===== src/rtl/gcsa_pkg.sv =====
// Shared types and constants of the generation-checked slot allocator.
package gcsa_pkg;

	localparam int SLOT_COUNT_DEF = 16;
	localparam int GEN_BITS_DEF   = 32;
	localparam int SLOT_W         = 4;
	localparam int HGEN_W         = 32;
	localparam int DATA_W         = 40;

	localparam logic CMD_ACQUIRE = 1'b0;
	localparam logic CMD_RELEASE = 1'b1;

	typedef struct packed {
		logic              release_op;
		logic              in_range;
		logic [SLOT_W-1:0] slot;
		logic [HGEN_W-1:0] generation;
	} op_t;

	typedef struct packed {
		logic              ok;
		logic [SLOT_W-1:0] slot;
		logic [HGEN_W-1:0] generation;
	} res_t;

	typedef struct packed {
		logic clearing;
	} back_status_t;

endpackage


===== src/rtl/gcsa_front.sv =====
// Front end: accepts requests, decodes the command and range-checks the handle.
module gcsa_front #(
	parameter int SLOT_COUNT = gcsa_pkg::SLOT_COUNT_DEF
) (
	input  logic                        s_valid,
	output logic                        s_ready,
	input  logic                        s_cmd,
	input  logic [gcsa_pkg::SLOT_W-1:0] s_slot,
	input  logic [gcsa_pkg::HGEN_W-1:0] s_generation,
	input  gcsa_pkg::back_status_t      status,
	input  logic                        q_full,
	output logic                        q_push,
	output gcsa_pkg::op_t               q_op
);

	always_comb begin
		s_ready            = !q_full && !status.clearing;
		q_push             = s_valid && s_ready;
		q_op.release_op    = (s_cmd == gcsa_pkg::CMD_RELEASE);
		q_op.in_range      = (32'(s_slot) < 32'(SLOT_COUNT));
		q_op.slot          = s_slot;
		q_op.generation    = s_generation;
	end

endmodule


===== src/rtl/gcsa_queue.sv =====
// Two-entry request queue between the front end and the execution back end.
module gcsa_queue (
	input  logic          clk,
	input  logic          arst_n,
	input  logic          push,
	input  gcsa_pkg::op_t push_op,
	output logic          full,
	input  logic          pop,
	output logic          not_empty,
	output gcsa_pkg::op_t head_op
);

	gcsa_pkg::op_t entry_q [2];
	logic          wr_ptr_q;
	logic          rd_ptr_q;
	logic [1:0]    count_q;

	assign full      = (count_q == 2'd2);
	assign not_empty = (count_q != 2'd0);
	assign head_op   = entry_q[rd_ptr_q];

	always_ff @(posedge clk) begin
		if (push) begin
			entry_q[wr_ptr_q] <= push_op;
		end
	end

	always_ff @(posedge clk or negedge arst_n) begin
		if (!arst_n) begin
			wr_ptr_q <= 1'b0;
			rd_ptr_q <= 1'b0;
			count_q  <= 2'd0;
		end else begin
			if (push) begin
				wr_ptr_q <= !wr_ptr_q;
			end
			if (pop) begin
				rd_ptr_q <= !rd_ptr_q;
			end
			if (push && !pop) begin
				count_q <= count_q + 2'd1;
			end else if (pop && !push) begin
				count_q <= count_q - 2'd1;
			end
		end
	end

endmodule


===== src/rtl/gcsa_back.sv =====
// Back end: slot flags, generation memory, acquire and release execution, result register.
module gcsa_back #(
	parameter int SLOT_COUNT = gcsa_pkg::SLOT_COUNT_DEF,
	parameter int GEN_BITS   = gcsa_pkg::GEN_BITS_DEF
) (
	input  logic                   clk,
	input  logic                   arst_n,
	input  logic                   cfg_we,
	input  logic                   cfg_enable,
	input  logic                   q_not_empty,
	input  gcsa_pkg::op_t          q_op,
	output logic                   q_pop,
	output gcsa_pkg::back_status_t status,
	output logic                   out_valid,
	input  logic                   out_ready,
	output gcsa_pkg::res_t         out_res
);

	localparam int IDX_W = (SLOT_COUNT > 1) ? $clog2(SLOT_COUNT) : 1;
	localparam int SW    = (IDX_W > gcsa_pkg::SLOT_W) ? IDX_W : gcsa_pkg::SLOT_W;
	localparam logic [GEN_BITS-1:0] GEN_TOP  = {GEN_BITS{1'b1}};
	localparam logic [IDX_W-1:0]    LAST_IDX = IDX_W'(SLOT_COUNT - 1);

	typedef enum logic [2:0] {
		ST_CLEAR = 3'b001,
		ST_READ  = 3'b010,
		ST_WRITE = 3'b100
	} state_t;

	state_t                state_q;
	logic                  enabled_q;
	logic [SLOT_COUNT-1:0] active_q;
	logic [SLOT_COUNT-1:0] retired_q;
	logic [IDX_W-1:0]      clr_q;
	logic [GEN_BITS-1:0]   gen_mem [SLOT_COUNT];
	logic [GEN_BITS-1:0]   rd_data_s1;
	gcsa_pkg::op_t         op_s1;
	logic [IDX_W-1:0]      idx_s1;
	logic                  hit_s1;
	logic                  out_valid_q;
	gcsa_pkg::res_t        out_res_q;

	logic [SLOT_COUNT-1:0] usable;
	logic [IDX_W-1:0]      free_idx;
	logic                  any_free;
	logic [SW-1:0]         slot_ext;
	logic [IDX_W-1:0]      slot_idx;
	logic [SW-1:0]         grant_ext;
	logic [GEN_BITS-1:0]   next_gen;
	logic                  commit;
	logic                  acq_ok;
	logic                  rel_ok;
	logic                  mem_we;
	logic [IDX_W-1:0]      mem_waddr;
	logic [GEN_BITS-1:0]   mem_wdata;

	assign usable   = ~active_q & ~retired_q;
	assign any_free = |usable;

	always_comb begin
		free_idx = '0;
		for (int i = SLOT_COUNT - 1; i >= 0; i--) begin
			if (usable[i]) begin
				free_idx = IDX_W'(i);
			end
		end
	end

	assign slot_ext  = SW'(q_op.slot);
	assign slot_idx  = slot_ext[IDX_W-1:0];
	assign grant_ext = SW'(idx_s1);
	assign next_gen  = rd_data_s1 + GEN_BITS'(1);

	assign q_pop  = (state_q == ST_READ) && q_not_empty;
	assign commit = (state_q == ST_WRITE) && (!out_valid_q || out_ready);
	assign acq_ok = !op_s1.release_op && hit_s1;
	assign rel_ok = op_s1.release_op && op_s1.in_range && active_q[idx_s1] &&
		(gcsa_pkg::HGEN_W'(rd_data_s1) == op_s1.generation);

	assign status.clearing = (state_q == ST_CLEAR);
	assign out_valid       = out_valid_q;
	assign out_res         = out_res_q;

	always_comb begin
		mem_we    = 1'b0;
		mem_waddr = idx_s1;
		mem_wdata = next_gen;
		if (state_q == ST_CLEAR) begin
			mem_we    = 1'b1;
			mem_waddr = clr_q;
			mem_wdata = '0;
		end else if (commit && acq_ok) begin
			mem_we = 1'b1;
		end
	end

	always_ff @(posedge clk) begin
		if (mem_we) begin
			gen_mem[mem_waddr] <= mem_wdata;
		end
		if (q_pop) begin
			rd_data_s1 <= gen_mem[q_op.release_op ? slot_idx : free_idx];
			op_s1      <= q_op;
			idx_s1     <= q_op.release_op ? slot_idx : free_idx;
			hit_s1     <= enabled_q && any_free;
		end
		if (commit) begin
			out_res_q.ok         <= acq_ok || rel_ok;
			out_res_q.slot       <= acq_ok ? grant_ext[gcsa_pkg::SLOT_W-1:0] : '0;
			out_res_q.generation <= acq_ok ? gcsa_pkg::HGEN_W'(next_gen) : '0;
		end
	end

	always_ff @(posedge clk or negedge arst_n) begin
		if (!arst_n) begin
			state_q     <= ST_CLEAR;
			enabled_q   <= 1'b1;
			active_q    <= '0;
			retired_q   <= '0;
			clr_q       <= '0;
			out_valid_q <= 1'b0;
		end else begin
			if (cfg_we) begin
				enabled_q <= cfg_enable;
			end
			if (commit) begin
				out_valid_q <= 1'b1;
			end else if (out_ready) begin
				out_valid_q <= 1'b0;
			end
			case (state_q)
				ST_CLEAR: begin
					clr_q <= clr_q + IDX_W'(1);
					if (clr_q == LAST_IDX) begin
						state_q <= ST_READ;
					end
				end
				ST_READ: begin
					if (q_pop) begin
						state_q <= ST_WRITE;
					end
				end
				ST_WRITE: begin
					if (commit) begin
						state_q <= ST_READ;
						if (acq_ok) begin
							active_q[idx_s1] <= 1'b1;
							if (next_gen == GEN_TOP) begin
								retired_q[idx_s1] <= 1'b1;
							end
						end else if (rel_ok) begin
							active_q[idx_s1] <= 1'b0;
						end
					end
				end
				default: begin
					state_q <= ST_CLEAR;
				end
			endcase
		end
	end

endmodule


===== src/rtl/generation_checked_slot_allocator_unit.sv =====
// Top level of the generation-checked slot allocator.
//
//   Channel  Direction  Transaction
//   s_axis   in         request: tuser = cmd, tdata = slot and generation of a handle
//   m_axis   out        result: tuser = ok, tdata = granted slot and generation
//   cfg      in         write of the allocator enable register
//
// For each request the back end reads the generation memory in ST_READ, then in
// ST_WRITE registers the result and, on a grant, writes the new generation back.
// After reset a clearing pass zeroes the generation memory slot by slot, during
// which no request is accepted; configuration writes are taken.
// A two-entry queue lets requests be accepted while a result waits on m_axis.
module generation_checked_slot_allocator_unit #(
	parameter int SLOT_COUNT = gcsa_pkg::SLOT_COUNT_DEF,
	parameter int GEN_BITS   = gcsa_pkg::GEN_BITS_DEF
) (
	input  logic                        clk,
	input  logic                        arst_n,
	input  logic                        s_axis_tvalid,
	output logic                        s_axis_tready,
	// Bits 3:0 handle_slot, bits 35:4 handle_generation, bits 39:36 zero.
	input  logic [gcsa_pkg::DATA_W-1:0] s_axis_tdata,
	// Bit 0 cmd.
	input  logic                        s_axis_tuser,
	output logic                        m_axis_tvalid,
	input  logic                        m_axis_tready,
	// Bits 3:0 granted_slot, bits 35:4 granted_generation, bits 39:36 zero.
	output logic [gcsa_pkg::DATA_W-1:0] m_axis_tdata,
	// Bit 0 ok.
	output logic                        m_axis_tuser,
	input  logic                        cfg_valid,
	output logic                        cfg_ready,
	input  logic                        cfg_data
);

	gcsa_pkg::back_status_t status;
	gcsa_pkg::op_t          push_op;
	gcsa_pkg::op_t          head_op;
	gcsa_pkg::res_t         res;
	logic                   q_full;
	logic                   q_push;
	logic                   q_pop;
	logic                   q_not_empty;

	assign cfg_ready = 1'b1;

	gcsa_front #(
		.SLOT_COUNT(SLOT_COUNT)
	) u_front (
		.s_valid      (s_axis_tvalid),
		.s_ready      (s_axis_tready),
		.s_cmd        (s_axis_tuser),
		.s_slot       (s_axis_tdata[gcsa_pkg::SLOT_W-1:0]),
		.s_generation (s_axis_tdata[gcsa_pkg::SLOT_W+gcsa_pkg::HGEN_W-1:gcsa_pkg::SLOT_W]),
		.status       (status),
		.q_full       (q_full),
		.q_push       (q_push),
		.q_op         (push_op)
	);

	gcsa_queue u_queue (
		.clk       (clk),
		.arst_n    (arst_n),
		.push      (q_push),
		.push_op   (push_op),
		.full      (q_full),
		.pop       (q_pop),
		.not_empty (q_not_empty),
		.head_op   (head_op)
	);

	gcsa_back #(
		.SLOT_COUNT(SLOT_COUNT),
		.GEN_BITS  (GEN_BITS)
	) u_back (
		.clk         (clk),
		.arst_n      (arst_n),
		.cfg_we      (cfg_valid && cfg_ready),
		.cfg_enable  (cfg_data),
		.q_not_empty (q_not_empty),
		.q_op        (head_op),
		.q_pop       (q_pop),
		.status      (status),
		.out_valid   (m_axis_tvalid),
		.out_ready   (m_axis_tready),
		.out_res     (res)
	);

	assign m_axis_tuser = res.ok;
	assign m_axis_tdata = {
		(gcsa_pkg::DATA_W - gcsa_pkg::SLOT_W - gcsa_pkg::HGEN_W)'(0),
		res.generation,
		res.slot
	};

endmodule


===== config.mk =====
export PLATFORM = sky130hd
export DESIGN_NAME = generation_checked_slot_allocator_unit
export DESIGN_NICKNAME = d
export VERILOG_FILES = /design/src/rtl/gcsa_pkg.sv /design/src/rtl/gcsa_front.sv /design/src/rtl/gcsa_queue.sv /design/src/rtl/gcsa_back.sv /design/src/rtl/generation_checked_slot_allocator_unit.sv
export SDC_FILE = /design/constraint.sdc
export NUM_CORES = 1
export LEC_CHECK = 0
export BUFFER_PORTS_ARGS = -buffer_cell sky130_fd_sc_hd__buf_2
export CAP_MARGIN = 20
export CORE_ASPECT_RATIO = 1.75
export CORE_UTILIZATION = 40
export CTS_CLUSTER_SIZE = 10
export DETAILED_ROUTE_END_ITERATION = 16
export GPL_TIMING_DRIVEN = 0
export PLACE_DENSITY_LB_ADDON = 0.12
export REMOVE_ABC_BUFFERS = 1
export SLEW_MARGIN = 40
export SYNTH_ARGS = -nofsm -noshare
export SYNTH_HDL_FRONTEND = slang
export SYNTH_SLANG_ARGS = --single-unit
export TNS_END_PERCENT = 30

===== constraint.sdc =====
create_clock -name clk -period 9.45 [get_ports clk]
set_clock_uncertainty 0.15 [all_clocks]
set_input_delay 0.945 -clock clk [delete_from_list [all_inputs] [get_ports clk]]
set_output_delay 0.945 -clock clk [all_outputs]
set_load 0.02 [all_outputs]

==> flow_metrics.tcl, run 1 <==
set metrics [dict create \
    status "complete, no violations" \
    clockBufferDepth 3 \
    yosysMostFrequentCell "edfxtp_1" \
    ys_seq_area_share_pct 73.2 \
    numCtsBuffers 84 \
    grt_pass1_wl_um 124000 \
    holdWs_ns 0.159 \
    n_fill_cell 6205 \
    grt_usage_pct 23.0 \
    maxSlewHeadroom_pct 41.4 \
    avgSynthCellArea_um2 16.2 \
    yosys_warnings 0 \
    cp_slowest_cell "dfrtp_4" \
    worst-endpoint-required_ns 9.66 \
    fin_nets 2077 \
    multi_input_area_um2 7850 \
    drc_errors 0 \
    power.leakage_uw 0.0127 \
    clkTransAtPathRegs_ns 0.06 \
    finalNonFillerCells 2998 \
    layout-drive-gt1-share_pct 25.9 \
    cts_tree "yes" \
    rsz0062_at_grt "false" \
    routedWlPerCell_um 28.7 \
    antenna_found_initial 1 \
    min_period_ns 5.21 \
    syn_inst 1844 \
    worstMarginPinSlew_ns 0.879 \
    routed_wirelength_um 86100 \
    ys_ff_latch 738 \
    cts_num_sinks 738 \
    hold_class "in -> async" \
    postCtsSetupRepairBufs 0 \
    powerDensity_nw_per_um2 293 \
    cts_resized 0 \
    cpPeakStageDelay_ns 0.66 \
    start_util_pct 40.5 \
    drv_slew 0 \
    synth.distinct_cells 70 \
    h-tree-depth 3 \
    critPathLaunchType "flop" \
    io_buffers 81 \
    maxCapViolations 0 \
    dp_hpwl_um 60000 \
    critPathBufInv 7 \
    die_height_um 364 \
    fin_util_pct 48.4 \
    grt_pass1_vias 17900 \
    core_um2 74000 \
    fp-row-count 132 \
    setup_ws_ns 4.24 \
    synth_top_area_share_pct 69.5 \
    synth_common_cells "edfxtp_1, mux2i_1, nor2_1, nand2_1, mux2_2" \
    pre_cts_ws_ns 4.20 \
    async_reset_ff_share_pct 6.10 \
    critPathKind "reg -> reg" \
    ir_drop_mv 0.129 \
    ys.flop_type "edfxtp_1" \
    grt_overflow 0 \
    gp_congestion 0.900 \
    worstSetupStartpoint "u_queue.rd_ptr_q" \
    grt_max_degree 46 \
    cpMostUsedCell "buf_8" \
    crit_fanout 43 \
    cts_root_buf "clkbuf_16" \
    ff_latch_area_um2 21900 \
    areaGrowthSynthToFinish_pct 19.5 \
    synthTopCellsByArea "edfxtp_1, mux2i_1, mux2_2, dfrtp_1, nor2_1" \
    io_pins 91 \
    synth_edf_count 693 \
    drt_iter0_markers 1326 \
    arrival_ns 5.43 \
    ant_nets 0 \
    crit_family "compound AO/OA/AOI/OAI gates" \
    synth_area_um2 30000 \
    placed_cells 2877 \
    dieArea_um2 76100 \
    dr.pass1.iters 6 \
    die_x_um 209 \
    critPathCaptureType "flop" \
    clock_latency_ns 0.66 \
    synth_top_cell_by_area "edfxtp_1" \
    setup_viol 0 \
    cts-hold-fix-buffers 0 \
    vias 17300 \
    timing.final.crit_share_pct 55.2 \
    final_hold_viol_count 0 \
    max_freq_ghz 0.192 \
    reg2reg_from "u_queue.rd_ptr_q" \
    n_antenna_cell 0 \
    via_per_inst 5.76 \
    crit_chain "buf_12 -> mux2i_1 -> o31a_1 -> or2_4 -> a21boi_4 -> buf_8 -> buf_8 -> buf_16 -> buf_8 -> inv_6 -> buf_12 -> a221oi_1 -> a311oi_1 -> o211a_1" \
]
[cell usage in the layout (no fill, tap or decap), types with 11 or more instances in the layout]
cell	count
o21ai_0	20
nand3_1	15
edfxtp_1	693
buf_8	48
o211a_1	32
nor4_1	11
mux2_2	97
inv_1	11
nor2_1	81
buf_2	96
nor2_4	19
a221oi_1	32
clkbuf_1	26
mux2i_1	131
and2_1	40
clkbuf_16	86
nand4_1	16
buf_16	34
dfrtp_1	42
xnor2_1	32
nor3_1	13
a311oi_1	33
nand2_1	104
o31ai_1	12
buf_4	18
o221a_2	32
nor2_2	31
xor2_1	35
a22oi_1	64
[routing by layer]
metal  vias up  global-route usage [%]  share of wire, %
met2       550                    41.0                52
met3       161                    3.39               4.5
met5         -                       0                 0
met1      8980                    28.1                40
li1       7577                       -                 -
met4         0                    8.33               3.0
[sequential cells by signal (all words and copies together) (netlist names), 2 cells and up, named ones only]
register / count
u_back.op_s1: 33
u_back.clr_q: 4
u_back.retired_q: 16
u_back.grant_ext: 4
u_back.out_res: 37
u_back.rd_data_s1: 32
u_back.state_q: 3
u_queue.entry_q: 74
u_back.gen_mem: 512
u_queue.count_q: 2
[power by group]
group	total, uW	switching, uW	internal [uW]
Sequential	4570	171	4400
Combinational	3020	1810	1210
Clock	2880	1240	1640
Total	10500	3220	7260
[cells by family (layout without fill, tap and decap cells)]
| group | count (synthesis) | count (layout) | synth area share, % |
|---|---|---|---|
| other | 2 | 5 | 0.0251 |
| AOI/OAI and AO/OA | 292 | 292 | 8.12 |
| muxes | 233 | 233 | 8.40 |
| buffers and inverters | 126 | 339 | 1.89 |
| adders and majority gates | 4 | 4 | 0.167 |
| and+or+nand+nor | 381 | 381 | 6.20 |
| xor gates and xnor gates | 68 | 68 | 1.99 |
| DFF | 738 | 738 | 73.2 |
[stage by stage]
step	power (uW)	TNS (ns)	area, um2
floorplan	6440	-788.31	29500
global placement	7250	-1706.67	31000
detailed placement	7650	0	33400
CTS	10500	0	35700
global route	10900	0	35800
finish	10500	0	35800
[path summary, 6_finish.rpt]
path                                    endpoint  cells past startpoint  slack (ns)
max                         u_back.rd_data_s1[3]                     14        4.24
min                         u_back.retired_q[15]                      1        0.16
max reg2reg                 u_back.rd_data_s1[3]                     14        4.24
min reg2reg                 u_back.retired_q[12]                      1        0.34
max in group asynchronous       u_queue.rd_ptr_q                      1        8.50
min in group clk           u_queue.entry_q[1][0]                      1        0.33
[cell type report]
cell class | instances | share of cell area [%]
Clock buffer | 112 | 6.28
Clock inverter | 8 | 0.182
Inverter | 13 | 0.164
Multi-Input combinational cell | 983 | 21.9
Sequential cell | 738 | 61.3
Tap cell | 938 | 3.28
Timing Repair Buffer | 206 | 6.88
[worst register-to-register path: stages (launching register included)]
cell	delay (ns)
dfrtp_4	0.66
buf_12	0.24
mux2i_1	0.54
o31a_1	0.23
or2_4	0.50
a21boi_4	0.66
buf_8	0.27
buf_8	0.22
buf_16	0.18
buf_8	0.18
inv_6	0.12
buf_12	0.19
a221oi_1	0.40
a311oi_1	0.09
o211a_1	0.31
(Power assumes the default switching activity.)
==> run 2, diff against run 1 <==
ABC_AREA = 1   (was unset)
clock period = 5.1 ns   (was 9.45 ns; I/O delays follow)
==> run 2 against run 1 <==
Net effect: sequential cell count unchanged; via count grew 26%; utilization decreased by 0.13 points; worst hold slack improved by 0.036 ns; design area increased by 6.0%; sequential power is 91% higher; clock-buffer cell count decreased by 1; combinational power grew to 2.7 times the previous value; sequential share of layout area decreased by 3.4 points; non-clock buffer count is 20 higher; critical endpoint is now u_back.rd_data_s1[10]; critical path depth is 2 higher; final cell count up 38%.
==> flow_metrics.tcl, run 2 <==
set metrics [dict create \
    status "complete, no violations" \
    worst-endpoint-required_ns 5.30 \
    crit_chain "inv_4 -> or2_2 -> o21ai_0 -> inv_1 -> nor2_1 -> nand2_4 -> buf_12 -> buf_12 -> nand2_4 -> buf_12 -> buf_12 -> nand2_1 -> nand3_1 -> nand3_1 -> nand3_1 -> nand2_1" \
    critPathBufInv 6 \
    critPathCaptureType "flop" \
    synth-simple-area-share_pct 21.1 \
    placedInstanceArea_um2 35100 \
    grt_use_met3_pct 3.11 \
    worstMarginPinSlew_ns 0.948 \
    power.leakage_uw 0.0152 \
    final_hold_viol_count 0 \
    placed_cells 3995 \
    cp.depth 16 \
    drt_iter0_markers 1918 \
    numCtsBuffers 84 \
    grt_use_met2_pct 38.7 \
    rr_worst_depth 16 \
    synth_common_cells "nand2_1, edfxtp_1, nand3_1, inv_1, nor2_1" \
    ir_drop_mv 0.344 \
    reg2reg_from "u_queue.rd_ptr_q" \
    setup_viol 0 \
    cts_num_sinks 738 \
    io_buffers 81 \
    synth_area_um2 31800 \
    clockBufferDepth 3 \
    drv_slew 0 \
    areaGrowthSynthToFinish_pct 19.2 \
    synthTopCellsByArea "edfxtp_1, nand3_1, nand2_1, inv_1, dfrtp_1" \
    postCtsSetupRepairBufs 0 \
    die_height_um 375 \
    ys_seq_area_share_pct 68.9 \
    fin_util_pct 48.3 \
    n_fill_cell 6881 \
    dieArea_um2 80800 \
    arrival_ns 4.60 \
    min_to "u_queue.wr_ptr_q" \
    routedWlPerCell_um 21.9 \
    syn_inst 2930 \
    cp_slowest_cell "dfrtp_4" \
    synth_xor_area_share_pct 1.71 \
    layout-drive-gt1-share_pct 12.3 \
    start_util_pct 40.5 \
    final_common_cell "nand2_1" \
    cpPeakStageDelay_ns 0.55 \
    ys_ff_latch 738 \
    drc_errors 0 \
    grt_max_degree 54 \
    synth_edf_count 693 \
    worstSetupStartpoint "u_queue.rd_ptr_q" \
    max_freq_ghz 0.227 \
    ant_nets 0 \
    grt-busiest-layer "met2" \
    largest_reg_flops 512 \
    yosys_warnings 0 \
    crit_family "simple AND/OR/NAND/NOR gates" \
    cts_root_buf "clkbuf_16" \
    cts_resized 0 \
    crit_fanout 52 \
    async_reset_ff_share_pct 6.10 \
    synthMuxAreaShare_pct 0 \
    gp_congestion 0.830 \
    powerDensity_nw_per_um2 588 \
    grt_usage_pct 22.7 \
    timing.final.crit_share_pct 86.3 \
    synth.distinct_cells 45 \
    die_x_um 215 \
    antenna_found_initial 0 \
    min_period_ns 4.40 \
    avgSynthCellArea_um2 10.9 \
    core_um2 78600 \
    met1_usage_pct 29.7 \
    critPathKind "reg -> reg" \
    largest-register "u_back.gen_mem" \
    r2r_slack_ns 0.70 \
    grt_pass1_vias 21500 \
    grt_overflow 0 \
    r2r-end "u_back.rd_data_s1[10]" \
    dp_hpwl_um 59500 \
    io_pins 91 \
    clkTransAtPathRegs_ns 0.06 \
    whs_path_depth 3 \
    ys.flop_type "edfxtp_1" \
    h-tree-depth 3 \
    n_antenna_cell 0 \
    final_cell_mix "nand2_1, edfxtp_1, nand3_1, inv_1, nor2_1" \
    synthAdderAreaFrac_pct 0.157 \
    grt_pass1_wl_um 136000 \
    fin_area_um2 37900 \
    fin_nets 3138 \
    hold_class "in -> reg" \
    cts_tree "yes" \
    vias 21800 \
    cpMostUsedCell "buf_12" \
    maxSlewHeadroom_pct 36.2 \
    via_per_inst 5.25 \
    synth_top_family_by_area "simple AND/OR/NAND/NOR gates" \
    synth_compound_area_share_pct 1.86 \
    fp-row-count 136 \
    cts-hold-fix-buffers 41 \
    finalNonFillerCells 4151 \
    critPathLaunchType "flop" \
    rsz0062_at_grt "false" \
    synth_top_area_share_pct 65.4 \
    yosysMostFrequentCell "nand2_1" \
    dr.pass1.iters 6 \
    maxCapViolations 0 \
    routed_wirelength_um 90900 \
    min_from "s_axis_tvalid" \
    synth_top_cell_by_area "edfxtp_1" \
    clock_latency_ns 0.65 \
]
==> run 2: cell types whose count changed after synthesis, sizes merged, moves of 29 or more <==
cell    delta
a221oi    -32
o211a     -32
inv      +338
a311oi    -33
clkbuf    +47
o21ai     +29
nand3    +579
o221a     -32
and2      -41
nand2    +625
mux2i    -131
mux2      -97
a22oi     -56
==> run 2: worst max path at each step <==
stage	to
floorplan	u_back.rd_data_s1[28]
global placement	u_back.rd_data_s1[10]
detailed placement	u_back.rd_data_s1[10]
CTS	u_back.rd_data_s1[10]
global route	u_back.rd_data_s1[10]
finish	u_back.rd_data_s1[10]
==> run 2: through the flow <==
| stage | hold WS (ns) | power (uW) | setup WS, ns | TNS [ns] |
|---|---|---|---|---|
| floorplan | 0.0644 | 13400 | -8.21 | -704.49 |
| global placement | 0.292 | 15400 | -21.07 | -6629.40 |
| detailed placement | 0.300 | 17000 | 0.654 | 0 |
| CTS | 0.162 | 22400 | 0.653 | 0 |
| global route | 0.199 | 23500 | 0.352 | 0 |
| finish | 0.195 | 22300 | 0.699 | 0 |
==> run 2: layout make-up <==
| class | count | area [um2] | share of cell area (%) |
|---|---|---|---|
| Sequential cell | 738 | 21900 | 57.8 |
| Multi-Input combinational cell | 1684 | 8210 | 21.6 |
| Timing Repair Buffer | 226 | 2820 | 7.42 |
| Clock buffer | 111 | 2280 | 6.00 |
| Inverter | 353 | 1350 | 3.56 |
| Tap cell | 1035 | 1290 | 3.41 |
| Clock inverter | 4 | 47.5 | 0.125 |
==> run 2: cell families (layout without fill, tap and decap cells) <==
family / Yosys count / after routing
xor+xnor: 62 / 62
flops: 738 / 738
compound gates: 83 / 83
buf+inv: 511 / 694
other cells: 2 / 5
simple gates: 1530 / 1530
fa+ha+maj: 4 / 4
==> run 2: report_power, final <==
| part | internal, uW | switching [uW] |
|---|---|---|
| sequential | 8400 | 341 |
| clock | 3120 | 2270 |
| combinational | 2540 | 5630 |
| total | 14100 | 8240 |
==> run 2: tightest hold or removal path, delay by kind of cell <==
kind                   cells  cell delay [ns]
AND/OR/NAND/NOR            1             0.22
XOR/XNOR                   1             0.12
buffers and inverters      1             0.09
==> run 2: routing by layer <==
layer	wire length (um)	vias up
li1	-	10100
met3	4810	150
met2	45300	709
met1	38100	10800
met5	0	-
met4	2720	0
